**config.mk**
```make
export PLATFORM = sky130hd
export DESIGN_NAME = key_press_classifier_fifo_top
export DESIGN_NICKNAME = d
export VERILOG_FILES = /design/src/rtl/core/kpc_pkg.sv /design/src/rtl/core/key_press_classifier_fifo_top.sv
export SDC_FILE = /design/constraint.sdc
export NUM_CORES = 1
export LEC_CHECK = 0
export ABC_AREA = 1
export BUFFER_PORTS_ARGS = -buffer_cell sky130_fd_sc_hd__buf_2
export CAP_MARGIN = 20
export CORE_MARGIN = 3
export CORE_UTILIZATION = 40
export DETAILED_ROUTE_END_ITERATION = 10
export PLACE_DENSITY = 0.66
export SLEW_MARGIN = 20
export SYNTH_ARGS = -nofsm -noshare
export SYNTH_HDL_FRONTEND = slang
export SYNTH_SLANG_ARGS = --single-unit
```
**constraint.sdc**
```tcl
create_clock -name clk -period 4.47 [get_ports clk]
set_input_delay 0.6705 -clock clk [delete_from_list [all_inputs] [get_ports clk]]
set_output_delay 0.6705 -clock clk [all_outputs]
set_load 0.02 [all_outputs]
```
**src/rtl/core/kpc_pkg.sv**
```systemverilog
// ----------------------------------------------------------------------------
// Key press classifier package
// Sizes, register map, reset values and status codes of the classifier.
// ----------------------------------------------------------------------------
package kpc_pkg;

  localparam int FIFO_DEPTH = 4;
  localparam int PTR_W      = (FIFO_DEPTH > 1) ? $clog2(FIFO_DEPTH) : 1;
  localparam int CNT_W      = $clog2(FIFO_DEPTH + 1);

  localparam int KEY_W      = 4;
  localparam int STATUS_W   = 3;
  localparam int LIMIT_W    = 16;
  localparam int CFG_IDX_W  = 2;
  localparam int CFG_DATA_W = 16;

  typedef enum logic [CFG_IDX_W-1:0] {
    CFG_IDLE_CODE    = 2'd0,
    CFG_SHORT_LIMIT  = 2'd1,
    CFG_LONG_LIMIT   = 2'd2,
    CFG_REPEAT_LIMIT = 2'd3
  } cfg_reg_t;

  localparam logic [KEY_W-1:0]   IDLE_CODE_RST    = 4'd15;
  localparam logic [LIMIT_W-1:0] SHORT_LIMIT_RST  = 16'd3;
  localparam logic [LIMIT_W-1:0] LONG_LIMIT_RST   = 16'd100;
  localparam logic [LIMIT_W-1:0] REPEAT_LIMIT_RST = 16'd20;

  localparam logic [STATUS_W-1:0] STATUS_IDLE = 3'd0;

endpackage

```
**src/rtl/core/key_press_classifier_fifo_top.sv**
```systemverilog
// ----------------------------------------------------------------------------
// Key press classifier with record FIFO
// Classifies held key codes and queues short, long and repeat reports.
// ----------------------------------------------------------------------------
// Every accepted item, scan tick or pop, yields exactly one result in the next
// cycle, and a new item is taken every cycle while in_ready is high: the
// classifier state, the hold counter and the FIFO pointers are all updated in
// the single cycle of the transfer. The result sits in an output register;
// in_ready drops only while that register holds a result that out_ready has
// not yet taken. The record store is FIFO_DEPTH flip-flop entries that read
// as undefined until written. Configuration writes are accepted in any cycle.
module key_press_classifier_fifo_top
  import kpc_pkg::*;
(
  input  logic                  clk,
  input  logic                  rst_n,

  input  logic                  cfg_valid,
  output logic                  cfg_ready,
  input  logic [CFG_IDX_W-1:0]  cfg_index,
  input  logic [CFG_DATA_W-1:0] cfg_data,

  input  logic                  in_valid,
  output logic                  in_ready,
  input  logic                  in_req_type,
  input  logic [KEY_W-1:0]      in_key_bits,

  output logic                  out_valid,
  input  logic                  out_ready,
  output logic                  out_read_ok,
  output logic [KEY_W-1:0]      out_key,
  output logic [STATUS_W-1:0]   out_status,
  output logic                  out_pushed,
  output logic                  out_dropped
);

  typedef enum logic [STATUS_W-1:0] {
    PH_IDLE     = 3'd0,
    PH_DETECTED = 3'd1,
    PH_SHORT    = 3'd2,
    PH_LONG     = 3'd3,
    PH_REPEAT   = 3'd4
  } phase_t;

  typedef struct packed {
    logic [KEY_W-1:0]    key;
    logic [STATUS_W-1:0] status;
  } record_t;

  logic [KEY_W-1:0]    idle_code_r;
  logic [LIMIT_W-1:0]  short_limit_r;
  logic [LIMIT_W-1:0]  long_limit_r;
  logic [LIMIT_W-1:0]  repeat_limit_r;

  phase_t              phase_r, phase_nxt;
  logic [KEY_W-1:0]    held_r, held_nxt;
  logic [LIMIT_W-1:0]  count_r, count_nxt;
  logic [PTR_W-1:0]    rd_ptr_r, rd_ptr_nxt;
  logic [PTR_W-1:0]    wr_ptr_r, wr_ptr_nxt;
  logic [CNT_W-1:0]    fill_r, fill_nxt;
  record_t             store_r [FIFO_DEPTH];

  logic                out_valid_r;
  logic                read_ok_r, read_ok_nxt;
  logic [KEY_W-1:0]    key_r, key_nxt;
  logic [STATUS_W-1:0] status_r, status_nxt;
  logic                pushed_r, pushed_nxt;
  logic                dropped_r, dropped_nxt;

  logic                accept;
  logic                push_en;
  logic [LIMIT_W-1:0]  count_inc;
  logic [LIMIT_W-1:0]  limit;
  phase_t              step_phase;
  logic                step_ok;

  assign cfg_ready   = 1'b1;
  assign in_ready    = !out_valid_r || out_ready;
  assign accept      = in_valid && in_ready;

  assign out_valid   = out_valid_r;
  assign out_read_ok = read_ok_r;
  assign out_key     = key_r;
  assign out_status  = status_r;
  assign out_pushed  = pushed_r;
  assign out_dropped = dropped_r;

  assign count_inc = count_r + LIMIT_W'(1);

  always_comb begin
    limit      = repeat_limit_r;
    step_phase = PH_REPEAT;
    step_ok    = 1'b1;
    case (phase_r)
      PH_DETECTED: begin
        limit      = short_limit_r;
        step_phase = PH_SHORT;
      end
      PH_SHORT: begin
        limit      = long_limit_r;
        step_phase = PH_LONG;
      end
      PH_LONG, PH_REPEAT: begin
        limit      = repeat_limit_r;
        step_phase = PH_REPEAT;
      end
      default: step_ok = 1'b0;
    endcase
  end

  always_comb begin
    phase_nxt   = phase_r;
    held_nxt    = held_r;
    count_nxt   = count_r;
    rd_ptr_nxt  = rd_ptr_r;
    wr_ptr_nxt  = wr_ptr_r;
    fill_nxt    = fill_r;
    push_en     = 1'b0;
    read_ok_nxt = 1'b0;
    key_nxt     = idle_code_r;
    status_nxt  = STATUS_IDLE;
    pushed_nxt  = 1'b0;
    dropped_nxt = 1'b0;

    if (in_req_type) begin
      if (fill_r != '0) begin
        read_ok_nxt = 1'b1;
        key_nxt     = store_r[rd_ptr_r].key;
        status_nxt  = store_r[rd_ptr_r].status;
        rd_ptr_nxt  = (rd_ptr_r == PTR_W'(FIFO_DEPTH - 1)) ? '0 : rd_ptr_r + PTR_W'(1);
        fill_nxt    = fill_r - CNT_W'(1);
      end
    end else if (in_key_bits == idle_code_r) begin
      held_nxt  = idle_code_r;
      phase_nxt = PH_IDLE;
    end else if (phase_r == PH_IDLE || held_r != in_key_bits) begin
      held_nxt  = in_key_bits;
      phase_nxt = PH_DETECTED;
      count_nxt = '0;
    end else if (step_ok) begin
      count_nxt = count_inc;
      if (count_inc >= limit) begin
        phase_nxt = step_phase;
        count_nxt = '0;
        if (fill_r < CNT_W'(FIFO_DEPTH)) begin
          push_en    = 1'b1;
          pushed_nxt = 1'b1;
          wr_ptr_nxt = (wr_ptr_r == PTR_W'(FIFO_DEPTH - 1)) ? '0 : wr_ptr_r + PTR_W'(1);
          fill_nxt   = fill_r + CNT_W'(1);
        end else begin
          dropped_nxt = 1'b1;
        end
      end
    end
  end

  always_ff @(posedge clk) begin
    if (!rst_n) begin
      idle_code_r    <= IDLE_CODE_RST;
      short_limit_r  <= SHORT_LIMIT_RST;
      long_limit_r   <= LONG_LIMIT_RST;
      repeat_limit_r <= REPEAT_LIMIT_RST;
    end else if (cfg_valid && cfg_ready) begin
      case (cfg_index)
        CFG_IDLE_CODE:    idle_code_r    <= cfg_data[KEY_W-1:0];
        CFG_SHORT_LIMIT:  short_limit_r  <= cfg_data[LIMIT_W-1:0];
        CFG_LONG_LIMIT:   long_limit_r   <= cfg_data[LIMIT_W-1:0];
        CFG_REPEAT_LIMIT: repeat_limit_r <= cfg_data[LIMIT_W-1:0];
        default: ;
      endcase
    end
  end

  always_ff @(posedge clk) begin
    if (!rst_n) begin
      phase_r     <= PH_IDLE;
      held_r      <= '0;
      count_r     <= '0;
      rd_ptr_r    <= '0;
      wr_ptr_r    <= '0;
      fill_r      <= '0;
      out_valid_r <= 1'b0;
    end else begin
      if (accept) begin
        phase_r     <= phase_nxt;
        held_r      <= held_nxt;
        count_r     <= count_nxt;
        rd_ptr_r    <= rd_ptr_nxt;
        wr_ptr_r    <= wr_ptr_nxt;
        fill_r      <= fill_nxt;
        out_valid_r <= 1'b1;
      end else if (out_ready) begin
        out_valid_r <= 1'b0;
      end
    end
    if (accept) begin
      read_ok_r <= read_ok_nxt;
      key_r     <= key_nxt;
      status_r  <= status_nxt;
      pushed_r  <= pushed_nxt;
      dropped_r <= dropped_nxt;
    end
  end

  always_ff @(posedge clk) begin
    if (accept && push_en) begin
      store_r[wr_ptr_r] <= '{key: held_r, status: step_phase};
    end
  end

endmodule

```
==> impl_metrics.py <==
metrics = {
    "outcome": {
        "status": "complete, no violations",
    },
    "critical_path": {
        "cp_slowest_cell": "nor2_1",
        "crit_path_end_kind": "flip-flop",
        "r2r_slack_ps": 810,
        "arrival_ps": 3710,
        "rr_worst_depth": 14,
        "crit_type": "reg -> reg",
        "path_cells": "ha_1 -> nand2_1 -> nor2_1 -> nand3_1 -> nor2_1 -> xnor2_1 -> inv_1 -> ha_1 -> nand2_1 -> nor3_1 -> nand2_1 -> nand2_1 -> nand4_1 -> nor2_1",
        "crit_top_cell": "nand2_1",
        "slowest_delay_ps": 570,
        "path_max_fanout": 8,
        "required_ps": 4520,
        "cp-start-kind": "flip-flop",
    },
    "pwr": {
        "p_clk_frac": 0.487,
        "p_sw_frac": 0.2567,
        "p_seq_frac": 0.443,
        "p_per_area_nw_per_um2": 403.1,
        "internal_power_w": 0.002016,
        "p_total_w": 0.002712,
        "p_sw_w": 0.0006962,
        "vdd_drop_max_v": 0.0002650,
        "combPwrFrac": 0.070,
        "leakage_nw": 2.813,
    },
    "logic_synthesis": {
        "ys_seq_area_frac": 0.4889,
        "synthCells": 710,
        "synth_ff_type": "dfxtp_1",
        "ys_warn_count": 0,
        "synth.distinct_cells": 36,
        "ys_seq_elements": 123,
        "synth_edf_count": 38,
        "synth_area_leaders": "dfxtp_1 29%, edfxtp_1 20%, nor2_1 8.0%, nand2_1 7.5%, o21ai_0 6.0%",
        "synth_nets": 761,
        "synth_top_area_frac": 0.2927,
        "ys_async_sr_fraction": 0,
        "synth_top_area_cell": "dfxtp_1",
        "synth_area_um2": 5814,
        "avgSynthCellArea_um2": 8.189,
        "synth_top_cells_by_count": "124 x nor2_1, 116 x nand2_1, 85 x dfxtp_1",
        "synth.most_common_cell": "nor2_1",
    },
    "timing": {
        "hold_ws_ps": 455.5,
        "clock.fmax_ghz": 0.2733,
        "slew-limit-headroom": 0.4080,
        "hold_viol_final": 0,
        "clock_skew_ps": 7.206,
        "finalMaxSlewViolations": 0,
        "rsz0062_at_grt": "no",
        "min_period_ps": 3660,
        "period_share": 0.8187,
        "setup_viol": 0,
        "tightestPinTransition_ps": 887.1,
        "setup_tns_ps": 0,
    },
    "route": {
        "via_per_inst": 5.109,
        "antenna_left": 0,
        "drtPass1Iterations": 6,
        "avgRoutedWirePerCell_um": 14.57,
        "wirelength_mm": 13.71,
        "drc": 0,
        "drtIter0Drc": 369,
        "vias": 4808,
    },
    "clock_network": {
        "cts_hold_buf": 0,
        "cts_buffers": 17,
        "clockBufferDepth": 2,
        "insertion_delay_ps": 420,
        "cts_setup_buffers": 0,
        "ctsResizeCount": 0,
        "cts_max_level": 4,
        "clock_sinks": 123,
        "cts-root-buf": "clkbuf_16",
        "cts.clk_slew.worst_paths_ps": 60,
        "cts_tree": "yes",
    },
    "placed_design": {
        "dpl_cell_area_um2": 6160,
        "place_congestion": 0.8285,
        "hpwl_mm": 9.353,
        "port_buffers": 39,
    },
    "floorplan": {
        "floorplan.die.width_um": 126.6,
        "die_area_um2": 16020,
        "io_pins": 41,
        "rows": 43,
        "die_h_um": 126.6,
        "initial_core_util": 0.4141,
        "core_region_area_um2": 14040,
    },
    "global_routing": {
        "antenna_found_initial": 0,
        "globalRouteTotalUtil": 0.1751,
        "overflow": 0,
        "grt_pass1_vias": 4658,
        "grt_start_max_net_pins": 65,
        "grt_pass1_wl_mm": 22.49,
    },
    "finish": {
        "diodes": 0,
        "layout.nets": 799,
        "design_area_um2": 6728,
        "area_growth_pct": 15.71,
        "postLayoutCoreUtil": 0.4791,
        "fillerInstances": 1367,
        "layout-drive-gt1-share": 0.1445,
    },
    "job": {
        "maxCapViolations": 0,
    },
    "min_path": {
        "hold_path.class": "reg -> reg",
        "hold_depth": 2,
    },
}
power by group through the flow:
| stage | registers, W | logic (W) | clock network [W] |
|---|---|---|---|
| 2_1_floorplan | 0.00123 | 0.000125 | 0 |
| 3_3_place_gp | 0.00122 | 0.000188 | 0 |
| 3_5_place_dp | 0.00123 | 0.000190 | 0 |
| 4_1_cts | 0.00120 | 0.000192 | 0.00134 |
| 5_1_grt | 0.00120 | 0.000218 | 0.00138 |
| 6_report | 0.00120 | 0.000190 | 0.00132 |
registers in the layout (all words and copies together), names as in the netlist, 3 cells and up, named ones only:
| signal | flops |
|---|---|
| short_limit_r | 16 |
| idle_code_r | 4 |
| long_limit_r | 16 |
| repeat_limit_r | 16 |
| fill_r | 3 |
| count_r | 16 |
| phase_r | 3 |
| store_r | 28 |
| out_key | 4 |
| out_status | 3 |
| held_r | 4 |
path summary, 6_finish.rpt:
kind | startpoint | end
max | count_r[0]$_SDFFE_PN0P_ | store_r[0][1]$_DFFE_PP_
min | repeat_limit_r[10]$_SDFFE_PN0P_ | repeat_limit_r[10]$_SDFFE_PN0P_
max reg2reg | count_r[0]$_SDFFE_PN0P_ | store_r[0][1]$_DFFE_PP_
min reg2reg | repeat_limit_r[10]$_SDFFE_PN0P_ | repeat_limit_r[10]$_SDFFE_PN0P_
layout make-up:
type	instances	area (µm²)	area share
clock buffer	17	425.4	0.06323
multi-input combinational	481	2555	0.3798
inverter	81	304.0	0.04519
tap	180	225.2	0.03348
sequential	123	2843	0.4225
clock inverter	15	142.6	0.02120
timing repair buffer	44	232.7	0.03459
cell families after synthesis:
family | synth area share
DFF | 0.4889
and+or+nand+nor | 0.2135
xor gates and xnor gates | 0.02690
AOI/OAI and AO/OA | 0.1476
other | 0.0006450
adders and majority gates | 0.05078
buffers and inverters | 0.07166
cell usage in the layout (no fill, tap or decap), types with 16 or more instances in the layout:
cell type | Yosys | layout
nor2_1 | 124 | 124
nand2_1 | 116 | 116
dfxtp_1 | 85 | 85
inv_1 | 77 | 77
o21ai_0 | 70 | 70
a21oi_1 | 43 | 43
buf_2 | 0 | 39
edfxtp_1 | 38 | 38
ha_1 | 22 | 22
clkbuf_16 | 0 | 17
nand3_1 | 16 | 16
critical path, delay by kind of cell (launching register included):
family | cells | cell delay, ps
buffers and inverters | 1 | 90
flip-flops | 1 | 380
adder cells (fa/ha/maj) | 2 | 480
XOR/XNOR | 1 | 140
AND/OR/NAND/NOR | 10 | 2210
through the flow:
step | instances | setup WS [ps]
global placement | 909 | 937.0
detailed placement | 909 | 781.1
floorplan | 710 | 1331
global route | 941 | 402.9
finish | 941 | 810.4
CTS | 941 | 776.0
routing by layer:
| layer | vias up | GRT usage | wire [µm] |
|---|---|---|---|
| met5 | - | 0 | 0 |
| met2 | 122 | 0.3045 | 6745 |
| met4 | 0 | 0.08896 | 494 |
| met1 | 2223 | 0.2038 | 5817 |
| met3 | 41 | 0.03579 | 651 |
| li1 | 2422 | - | - |
No activity file was read; power rests on OpenSTA's default activity.
